<file path="src/hdl/bounded_fifo_with_search_unit_defines.svh">
// ----------------------------------------------------------------------------
// bounded_fifo_with_search_unit_defines
// Assertion macros shared by the queue RTL; empty in synthesis builds.
// ----------------------------------------------------------------------------
`ifndef BOUNDED_FIFO_WITH_SEARCH_UNIT_DEFINES_SVH
`define BOUNDED_FIFO_WITH_SEARCH_UNIT_DEFINES_SVH

`ifndef SYNTHESIS

// Property that must hold at every edge outside reset.
`define BFSU_ASSERT(lbl, clk, rstn, prop) \
    lbl: assert property (@(posedge clk) disable iff (!rstn) (prop)) \
        else $error("%m: assertion failed");

// Consequent must hold in the cycle after the antecedent.
`define BFSU_ASSERT_NEXT(lbl, clk, rstn, ante, cons) \
    lbl: assert property (@(posedge clk) disable iff (!rstn) (ante) |=> (cons)) \
        else $error("%m: assertion failed");

`else

`define BFSU_ASSERT(lbl, clk, rstn, prop)
`define BFSU_ASSERT_NEXT(lbl, clk, rstn, ante, cons)

`endif

`endif

</file>
<file path="src/hdl/bfifo_pkg.sv">
// ----------------------------------------------------------------------------
// bfifo_pkg
// Shared types and constants for the bounded FIFO with search.
// ----------------------------------------------------------------------------
package bfifo_pkg;

    localparam int DATA_W = 32;
    localparam int MODE_W = 2;
    localparam int ST_W   = 2;
    localparam int OCC_W  = 5;

    typedef enum logic [MODE_W-1:0] {
        MODE_ENQUEUE = 2'd0,
        MODE_DEQUEUE = 2'd1,
        MODE_SEARCH  = 2'd2,
        MODE_CLEAR   = 2'd3
    } t_mode;

    typedef enum logic [ST_W-1:0] {
        ST_OK    = 2'd0,
        ST_FULL  = 2'd1,
        ST_EMPTY = 2'd2
    } t_status;

    // datapath operations issued by the controller
    typedef enum logic [2:0] {
        DP_NONE,
        DP_LOAD,
        DP_ENQ,
        DP_DEQ,
        DP_CLEAR,
        DP_RD_HEAD,
        DP_SCAN
    } t_dp_op;

    typedef struct packed {
        t_dp_op  op;
        logic    fin;        // load result register this cycle
        t_status status;
        logic    take_data;  // result data from the memory read register
        logic    found;
    } t_dp_cmd;

    typedef struct packed {
        t_mode mode;
        logic  empty;
        logic  full;
        logic  match;        // read data equals the search key
        logic  last;         // read data is the newest entry
    } t_dp_stat;

endpackage

</file>
<file path="src/hdl/bounded_fifo_with_search_unit.sv">
// ----------------------------------------------------------------------------
// bounded_fifo_with_search_unit
// Each transaction is loaded in S_IDLE; enqueue, clear and ops on an empty
// queue finish in S_EXEC; a dequeue reads the head there and pops it in S_DEQ;
// a search scans from the head, one memory read per cycle, up to a match or
// the newest entry. A new transaction is taken in the cycle o_valid is high;
// results cannot be stalled. Synchronous active-low reset empties the queue.
// ----------------------------------------------------------------------------
module bounded_fifo_with_search_unit #(
    parameter int CAPACITY = 16
) (
    input  logic                                i_clk,
    input  logic                                i_rst_n,
    // command side: transaction accepted when start && !busy
    input  logic                                start,
    output logic                                busy,
    input  logic [bfifo_pkg::MODE_W-1:0]        i_mode,
    input  logic signed [bfifo_pkg::DATA_W-1:0] i_data_in,
    // result side: one-cycle strobe, always accepted
    output logic                                o_valid,
    output logic signed [bfifo_pkg::DATA_W-1:0] o_data_out,
    output logic [bfifo_pkg::ST_W-1:0]          o_status,
    output logic                                o_found,
    output logic [bfifo_pkg::OCC_W-1:0]         o_occupancy
);
    import bfifo_pkg::*;

    // Controller/datapath split: FSM issues one datapath op per cycle,
    // datapath reports mode, empty/full and search compare results.
    t_dp_cmd  dp_cmd;
    t_dp_stat dp_stat;

    bfifo_ctrl u_ctrl (
        .i_clk   (i_clk),
        .i_rst_n (i_rst_n),
        .start   (start),
        .busy    (busy),
        .i_stat  (dp_stat),
        .o_cmd   (dp_cmd)
    );

    // Entry memory is a single-port-read, single-write array; the search
    // walks it head to newest, comparing one registered read per cycle.
    bfifo_dp #(
        .CAPACITY (CAPACITY)
    ) u_dp (
        .i_clk       (i_clk),
        .i_rst_n     (i_rst_n),
        .i_mode      (i_mode),
        .i_data_in   (i_data_in),
        .i_cmd       (dp_cmd),
        .o_stat      (dp_stat),
        .o_valid     (o_valid),
        .o_data_out  (o_data_out),
        .o_status    (o_status),
        .o_found     (o_found),
        .o_occupancy (o_occupancy)
    );

endmodule

</file>
<file path="src/hdl/bfifo_dp.sv">
// ----------------------------------------------------------------------------
// bfifo_dp
// Datapath: entry memory, head/tail pointers, count, scan cursor, result reg.
// ----------------------------------------------------------------------------
`include "bounded_fifo_with_search_unit_defines.svh"

module bfifo_dp #(
    parameter int CAPACITY = 16
) (
    input  logic                                    i_clk,
    input  logic                                    i_rst_n,
    input  logic [bfifo_pkg::MODE_W-1:0]            i_mode,
    input  logic signed [bfifo_pkg::DATA_W-1:0]     i_data_in,
    input  bfifo_pkg::t_dp_cmd                      i_cmd,
    output bfifo_pkg::t_dp_stat                     o_stat,
    output logic                                    o_valid,
    output logic signed [bfifo_pkg::DATA_W-1:0]     o_data_out,
    output logic [bfifo_pkg::ST_W-1:0]              o_status,
    output logic                                    o_found,
    output logic [bfifo_pkg::OCC_W-1:0]             o_occupancy
);
    import bfifo_pkg::*;

    localparam int AW = $clog2(CAPACITY);
    localparam int CW = $clog2(CAPACITY + 1);

    logic [DATA_W-1:0] r_mem [CAPACITY];

    t_mode             r_mode;
    logic [DATA_W-1:0] r_key;
    logic [DATA_W-1:0] r_rd_data;
    logic [AW-1:0]     r_head, n_head;
    logic [AW-1:0]     r_tail, n_tail;
    logic [CW-1:0]     r_count, n_count;
    logic [AW-1:0]     r_idx, n_idx;
    logic [CW-1:0]     r_k, n_k;
    logic              rd_en;
    logic              wr_en;
    logic [AW-1:0]     rd_addr;

    logic              r_valid;
    logic [DATA_W-1:0] r_dout;
    t_status           r_status;
    logic              r_found;
    logic [OCC_W-1:0]  r_occ;

    function automatic logic [AW-1:0] next_idx(input logic [AW-1:0] idx);
        return (idx == AW'(CAPACITY - 1)) ? '0 : AW'(idx + AW'(1));
    endfunction

    always_comb begin
        n_head  = r_head;
        n_tail  = r_tail;
        n_count = r_count;
        n_idx   = r_idx;
        n_k     = r_k;
        rd_en   = 1'b0;
        wr_en   = 1'b0;
        rd_addr = r_head;
        unique case (i_cmd.op)
            DP_NONE, DP_LOAD: begin
            end
            DP_ENQ: begin
                wr_en   = 1'b1;
                n_tail  = next_idx(r_tail);
                n_count = CW'(r_count + CW'(1));
            end
            DP_DEQ: begin
                n_count = CW'(r_count - CW'(1));
                if (r_count == CW'(1)) begin
                    // queue drains: both pointers return to slot zero
                    n_head = '0;
                    n_tail = '0;
                end else begin
                    n_head = next_idx(r_head);
                end
            end
            DP_CLEAR: begin
                n_head  = '0;
                n_tail  = '0;
                n_count = '0;
            end
            DP_RD_HEAD: begin
                rd_en   = 1'b1;
                rd_addr = r_head;
                n_idx   = next_idx(r_head);
                n_k     = '0;
            end
            DP_SCAN: begin
                rd_en   = 1'b1;
                rd_addr = r_idx;
                n_idx   = next_idx(r_idx);
                n_k     = CW'(r_k + CW'(1));
            end
            default: begin
            end
        endcase
    end

    // entry memory: one write and one registered read per cycle
    always_ff @(posedge i_clk) begin
        if (wr_en) begin
            r_mem[r_tail] <= r_key;
        end
        if (rd_en) begin
            r_rd_data <= r_mem[rd_addr];
        end
    end

    always_ff @(posedge i_clk) begin
        if (!i_rst_n) begin
            r_head  <= '0;
            r_tail  <= '0;
            r_count <= '0;
            r_valid <= 1'b0;
        end else begin
            r_head  <= n_head;
            r_tail  <= n_tail;
            r_count <= n_count;
            r_valid <= i_cmd.fin;
        end
    end

    always_ff @(posedge i_clk) begin
        r_idx <= n_idx;
        r_k   <= n_k;
        if (i_cmd.op == DP_LOAD) begin
            r_mode <= t_mode'(i_mode);
            r_key  <= i_data_in;
        end
        if (i_cmd.fin) begin
            r_dout   <= i_cmd.take_data ? r_rd_data : '0;
            r_status <= i_cmd.status;
            r_found  <= i_cmd.found;
            r_occ    <= OCC_W'(n_count);
        end
    end

    assign o_stat.mode  = r_mode;
    assign o_stat.empty = (r_count == '0);
    assign o_stat.full  = (r_count == CW'(CAPACITY));
    assign o_stat.match = (r_rd_data == r_key);
    assign o_stat.last  = (r_k == CW'(r_count - CW'(1)));

    assign o_valid     = r_valid;
    assign o_data_out  = r_dout;
    assign o_status    = r_status;
    assign o_found     = r_found;
    assign o_occupancy = r_occ;

    `BFSU_ASSERT(a_count_bound, i_clk, i_rst_n, r_count <= CW'(CAPACITY))
    `BFSU_ASSERT(a_empty_ptrs, i_clk, i_rst_n, (r_count != '0) || (r_head == '0 && r_tail == '0))

endmodule

</file>
<file path="src/hdl/bfifo_ctrl.sv">
// ----------------------------------------------------------------------------
// bfifo_ctrl
// Controller FSM: sequences each transaction through the datapath.
// ----------------------------------------------------------------------------
`include "bounded_fifo_with_search_unit_defines.svh"

module bfifo_ctrl (
    input  logic                 i_clk,
    input  logic                 i_rst_n,
    input  logic                 start,
    output logic                 busy,
    input  bfifo_pkg::t_dp_stat  i_stat,
    output bfifo_pkg::t_dp_cmd   o_cmd
);
    import bfifo_pkg::*;

    typedef enum logic [3:0] {
        S_IDLE = 4'b0001,
        S_EXEC = 4'b0010,
        S_DEQ  = 4'b0100,
        S_SCAN = 4'b1000
    } t_state;

    t_state  r_state, n_state;
    t_dp_cmd cmd;

    always_comb begin
        n_state       = r_state;
        cmd.op        = DP_NONE;
        cmd.fin       = 1'b0;
        cmd.status    = ST_OK;
        cmd.take_data = 1'b0;
        cmd.found     = 1'b0;
        unique case (r_state)
            S_IDLE: begin
                if (start) begin
                    cmd.op  = DP_LOAD;
                    n_state = S_EXEC;
                end
            end
            S_EXEC: begin
                unique case (i_stat.mode)
                    MODE_ENQUEUE: begin
                        cmd.fin = 1'b1;
                        n_state = S_IDLE;
                        if (i_stat.full) begin
                            cmd.status = ST_FULL;
                        end else begin
                            cmd.op = DP_ENQ;
                        end
                    end
                    MODE_DEQUEUE: begin
                        if (i_stat.empty) begin
                            cmd.fin    = 1'b1;
                            cmd.status = ST_EMPTY;
                            n_state    = S_IDLE;
                        end else begin
                            cmd.op  = DP_RD_HEAD;
                            n_state = S_DEQ;
                        end
                    end
                    MODE_SEARCH: begin
                        if (i_stat.empty) begin
                            cmd.fin    = 1'b1;
                            cmd.status = ST_EMPTY;
                            n_state    = S_IDLE;
                        end else begin
                            cmd.op  = DP_RD_HEAD;
                            n_state = S_SCAN;
                        end
                    end
                    MODE_CLEAR: begin
                        cmd.op  = DP_CLEAR;
                        cmd.fin = 1'b1;
                        n_state = S_IDLE;
                    end
                    default: begin
                        n_state = S_IDLE;
                    end
                endcase
            end
            S_DEQ: begin
                cmd.op        = DP_DEQ;
                cmd.fin       = 1'b1;
                cmd.take_data = 1'b1;
                n_state       = S_IDLE;
            end
            S_SCAN: begin
                priority if (i_stat.match) begin
                    cmd.fin   = 1'b1;
                    cmd.found = 1'b1;
                    n_state   = S_IDLE;
                end else if (i_stat.last) begin
                    cmd.fin = 1'b1;
                    n_state = S_IDLE;
                end else begin
                    cmd.op = DP_SCAN;
                end
            end
            default: begin
                n_state = S_IDLE;
            end
        endcase
    end

    always_ff @(posedge i_clk) begin
        if (!i_rst_n) begin
            r_state <= S_IDLE;
        end else begin
            r_state <= n_state;
        end
    end

    assign busy  = (r_state != S_IDLE);
    assign o_cmd = cmd;

    `BFSU_ASSERT_NEXT(a_fin_to_idle, i_clk, i_rst_n, cmd.fin, r_state == S_IDLE)
    `BFSU_ASSERT(a_scan_nonempty, i_clk, i_rst_n, (r_state != S_SCAN) || !i_stat.empty)

endmodule

</file>
<file path="config.mk">
export PLATFORM = sky130hd
export DESIGN_NAME = bounded_fifo_with_search_unit
export DESIGN_NICKNAME = d
export VERILOG_FILES = /design/src/hdl/bfifo_pkg.sv /design/src/hdl/bounded_fifo_with_search_unit.sv /design/src/hdl/bfifo_dp.sv /design/src/hdl/bfifo_ctrl.sv
export VERILOG_INCLUDE_DIRS = /design/src /design/src/hdl
export SDC_FILE = /design/constraint.sdc
export NUM_CORES = 1
export LEC_CHECK = 0
export BUFFER_PORTS_ARGS = -buffer_cell sky130_fd_sc_hd__buf_4
export CORE_AREA = 2 2 275 277
export CTS_CLUSTER_SIZE = 16
export DETAILED_ROUTE_END_ITERATION = 6
export DIE_AREA = 0 0 277 279
export GPL_TIMING_DRIVEN = 0
export HOLD_SLACK_MARGIN = 0.02
export PLACE_DENSITY = 0.53
export SYNTH_ARGS = -nofsm -noshare
export SYNTH_HDL_FRONTEND = slang
export SYNTH_HIERARCHICAL = 1
export SYNTH_SLANG_ARGS = --single-unit
</file>
<file path="constraint.sdc">
create_clock -name i_clk -period 6.7 [get_ports i_clk]
set_clock_uncertainty 0.1 [all_clocks]
set_input_delay 1.005 -clock i_clk [delete_from_list [all_inputs] [get_ports i_clk]]
set_output_delay 1.005 -clock i_clk [all_outputs]
set_load 0.02 [all_outputs]
</file>
==> run summary <==
The flow ran to the end, and the final reports show no timing, DRC or antenna violations. The path class of the tightest hold or removal check is input port to register. In this run the deepest clock path goes through 3 buffers.

During placement, the flow inserted port buffers numbering 78. The final-report max-slew violation count came out at 0. The switching power share of the total came out at 20.2%. The overall die area is 0.0773 sq mm. The hold slack came out at 471 ps. The remaining antenna violation count is 0. The max-capacitance violation count is 0.

The clock-pin slew on the worst setup and hold paths came out at 60 ps. The number of synthesized register bits came out at 645. In the post-synthesis netlist, the biggest area contributors are sky130_fd_sc_hd__edfxtp_1 (75%), sky130_fd_sc_hd__mux2i_1 (10%), sky130_fd_sc_hd__o22ai_1 (3.2%), sky130_fd_sc_hd__dfxtp_1 (1.4%), sky130_fd_sc_hd__xor2_1 (1.3%).

The routed design has 66,600 microns of wire. Of the total synthesized cell area, the portion taken by XOR and XNOR cells is 1.60%. The finished layout cell area is 0.0298 sq mm. The number of instances resized during post-cts repair came out at 0.

The overall fraction of global-route tracks in use came out at 17.2%. The proportion of netlist area held by the largest area contributor is 74.9%. The number of nets in the final layout is 1,675. The predominant post-synthesis flop cell is sky130_fd_sc_hd__edfxtp_1. The number of endpoints failing setup at the final stage is 0. In this design, the stage delay of the slowest critical-path cell is 850 ps. The worst setup path is launched from a register. The boundary pin count came out at 79. The critical path in this run is classified as register to register. The worst setup path is captured at a register. The congestion estimate from routability-driven global placement came to 0.770. In this run the core area contains 100 standard-cell rows. For this run, the number of Yosys warnings is 6. The hold violation count in the final report came out at 0.

The critical path goes through xor2_1 -> nor4_1 -> nand4_1 -> nor2_1 -> nor2_1 -> a21oi_1 -> o21ai_0 -> and3b_1 -> buf_6 -> mux2i_1 -> buf_2 -> buf_2 -> mux2i_1 -> o22ai_1 -> or4_1. Setup repair after global routing left no endpoint under its margin. Dividing total power by cell area gives a power density of 278 mW/mm^2. Measured in cells, the most critical reg-to-reg path has a length of 15.

The number of instances in the placed design came out at 2,520. The number of clock buffers inserted by TritonCTS came out at 70. CTS placed an instance of sky130_fd_sc_hd__clkbuf_16 at the clock tree root. Relative to the synthesized area, the layout overhead comes to 18.7%. The sum of net half-perimeters after detailed placement is 44,200 microns. After synthesis, the largest family of logic cells by area is multiplexers.

Summing every instance area after synthesis gives 0.0251 sq mm. The initial antenna violation count came out at 2. The first-iteration detailed-routing DRC count came out at 1,206. The number of enable-type register cells in the synthesized netlist came out at 627. The switching power total is 0.00168 W.

The cell-internal power came out at 0.00662 W. The first-pass GRT wire length came out at 95,400 microns. The maximum operating frequency is 157 MHz. The remaining design rule violation count came out at 0.

The portion of the post-synthesis area used by sequential elements is 76.3%. The part of the cycle the worst path needs is 94.9%. The placed cell area is 0.0277 sq mm. STA puts the critical path data arrival time at 6590 ps. Summing the areas of all compound-gate instances in the mapped netlist gives 4.59% of the synthesized area. Prior to clock tree synthesis, the placed netlist has a worst setup slack of 446 ps. The post-CTS setup buffer count came out at 0.

The portion of total power attributed to combinational logic came out at 1.5%. The synthesized-area fraction occupied by and/or/nand/nor cells came out at 4.68%. The share of synthesized cell area in full adder, half adder and majority cells came out at 0.746%. The largest fanout of any net on the critical path came out at 17. The least setup slack across all paths after layout is 340 ps. The total of fill cells in the finished design is 6,697. The sum of overflow across all layers after global routing is 0. The floorplan step set the die width to 277 microns. The via count of the first global-routing pass came out at 13,500. The number of hold buffers added after cts came out at 0.

Synthesis produced a netlist whose cell count is 1,430. Each instance of the synthesized netlist takes up on average 17.6 sq um. TritonCTS built the clock tree. Yosys mapped the design onto 58 distinct sky130hd cell types. The share of cells above drive strength 1 is 16.8%. The summed negative setup slack over all endpoints came out at 0 ps.

The fraction of power consumed by the clock network came out at 43.8%. The clock insertion delay at the later pin of the skew report is 610 ps. The total nets after synthesis is 1,482. In this run, flip-flops and latches consume 54.7% of the power. The leakage power figure is 10.8 nW.

The first-pass iteration count of the detailed router is 5. The routed via count divided by cell count came out at 5.10. The number of stages on the worst hold path came out at 1. The non-filler instance count after layout came out at 2,647. In this run the tightest slew margin relative to its limit is 24.7%. After floorplanning, the core was sized to cover 0.0741 sq mm. The level count of the clock H-tree is 3. The TritonCTS sink count came out at 645. The actual transition at the worst max-transition pin came out at 1130 ps. In the synthesized netlist, mux cells make up 10.5% of the area. The antenna diode count came out at 0.

The slowest stage of the critical path belongs to the cell sky130_fd_sc_hd__nor4_1. The floorplan die height is 279 microns. The worst ir drop on vdd is 0.151 mV.

Entering global routing, the biggest net connects 22 pins. The final route contains 13,500 vias. The final critical delay including setup and external delays came out at 6360 ps. The effective utilization at floorplan is 33.9%. The share of flip-flops with an asynchronous set or reset is 0%.

The critical path required time came out at 6930 ps. The wire length per cell after detailed routing came out at 25.2 microns. sky130_fd_sc_hd__edfxtp_1 takes more of the synthesized area than any other cell.
[layout make-up]
cell class | instances | area (sq um) | share of cell area (%)
Clock buffer | 97 | 1900 | 6.35
Tap cell | 969 | 1210 | 4.06
Timing Repair Buffer | 121 | 1190 | 4.00
Sequential cell | 645 | 19200 | 64.3
Clock inverter | 30 | 249 | 0.834
Multi-Input combinational cell | 704 | 5720 | 19.2
Buffer | 67 | 335 | 1.12
Inverter | 14 | 52.6 | 0.176
[power groups by stage]
stage               sequential, W  combinational [W]  clock, W
finish                    0.00454           0.000126   0.00363
global route              0.00454           0.000136   0.00388
CTS                       0.00454           0.000130   0.00372
detailed placement        0.00462           0.000129         0
global placement          0.00462           0.000119         0
floorplan                 0.00460          0.0000527         0
[synth_stat cells, drive strengths merged (4+ instances only)]
cell	n
edfxtp	627
mux2i	262
o22ai	128
buf	43
and2	42
xor2	38
nor2	32
or4	32
nand2	26
clkbuf	24
dfxtp	18
o21ai	18
ha	15
inv	14
a21oi	13
nor4	11
nand2b	9
xnor2	8
nor2b	7
nor3	7
a31oi	5
a22oi	4
a311oi	4
and3	4
nand3	4
nor4b	4
[cell families after synthesis]
kind of cell	count (synthesis)
AO/OA/AOI/OAI	184
XOR/XNOR	46
adder cells (fa/ha/maj)	15
buffers and inverters	81
flip-flops	645
multiplexers	264
AND/OR/NAND/NOR	195
[final timing paths]
kind | start | endpoint | slack, ps
setup / recovery | u_dp/r_key[7]$_DFFE_PN_ | u_dp/r_rd_data[30]$_DFFE_PP_ | 340
setup reg to reg | u_dp/r_key[7]$_DFFE_PN_ | u_dp/r_rd_data[30]$_DFFE_PP_ | 340
hold / removal | i_data_in[4] | u_dp/r_key[4]$_DFFE_PN_ | 470
hold reg to reg | u_dp/r_rd_data[29]$_DFFE_PP_ | u_dp/o_data_out[29]$_SDFFCE_PN0P_ | 480
[metal layers]
metal | share of wire (%) | vias to the layer above | wire, microns | GRT usage, %
li1 | - | 6078 | - | -
met1 | 44 | 6953 | 29200 | 23.2
met2 | 49 | 390 | 32700 | 29.1
met3 | 5.6 | 72 | 3730 | 2.62
met4 | 1.5 | 0 | 1010 | 4.24
met5 | 0 | - | 0 | 0
[sequential cells by signal (all words and copies together), names as in the netlist, 4 cells and up]
| signal | cells |
|---|---|
| u_dp/r_tail | 4 |
| u_ctrl/r_state | 4 |
| u_dp/o_occupancy | 5 |
| u_dp/r_mem | 512 |
| u_dp/r_key | 32 |
| u_dp/o_data_out | 32 |
| u_dp/r_rd_data | 32 |
| u_dp/r_idx | 4 |
| u_dp/r_count | 5 |
| u_dp/r_head | 4 |
| u_dp/r_k | 5 |
[cell usage in the layout (no fill, tap or decap), types with 10 or more instances in the layout]
cell and n:
sky130_fd_sc_hd__nor2_1 20, sky130_fd_sc_hd__inv_1 14, sky130_fd_sc_hd__a21oi_1 13, sky130_fd_sc_hd__nand2_1 26
sky130_fd_sc_hd__buf_2 28, sky130_fd_sc_hd__o22ai_1 128, sky130_fd_sc_hd__or4_1 32, sky130_fd_sc_hd__nor2_4 11
sky130_fd_sc_hd__buf_6 21, sky130_fd_sc_hd__buf_12 12, sky130_fd_sc_hd__buf_4 91, sky130_fd_sc_hd__clkbuf_16 72
sky130_fd_sc_hd__dfxtp_1 18, sky130_fd_sc_hd__ha_1 15, sky130_fd_sc_hd__clkbuf_1 49, sky130_fd_sc_hd__and2_1 41
sky130_fd_sc_hd__xor2_1 38, sky130_fd_sc_hd__mux2i_1 262, sky130_fd_sc_hd__clkinv_2 10, sky130_fd_sc_hd__o21ai_0 16
sky130_fd_sc_hd__edfxtp_1 627
[through the flow]
| stage | utilization [%] | power (W) |
|---|---|---|
| final | 40.3 | 0.00830 |
| after global routing | 40.3 | 0.00856 |
| after CTS | 40.3 | 0.00839 |
| after detailed placement | 37.4 | 0.00475 |
| after global placement | 36.4 | 0.00474 |
| after floorplan | - | 0.00465 |
[worst max-delay path: cells and delay by family (launching register included)]
| family | cells | cell delay, ps |
|---|---|---|
| AND/OR/NAND/NOR | 6 | 2480 |
| buffers and inverters | 3 | 1060 |
| multiplexers | 2 | 900 |
| flip-flops | 1 | 700 |
| AO/OA/AOI/OAI | 3 | 480 |
| XOR/XNOR | 1 | 350 |
No activity file was read; power rests on OpenSTA's default activity.
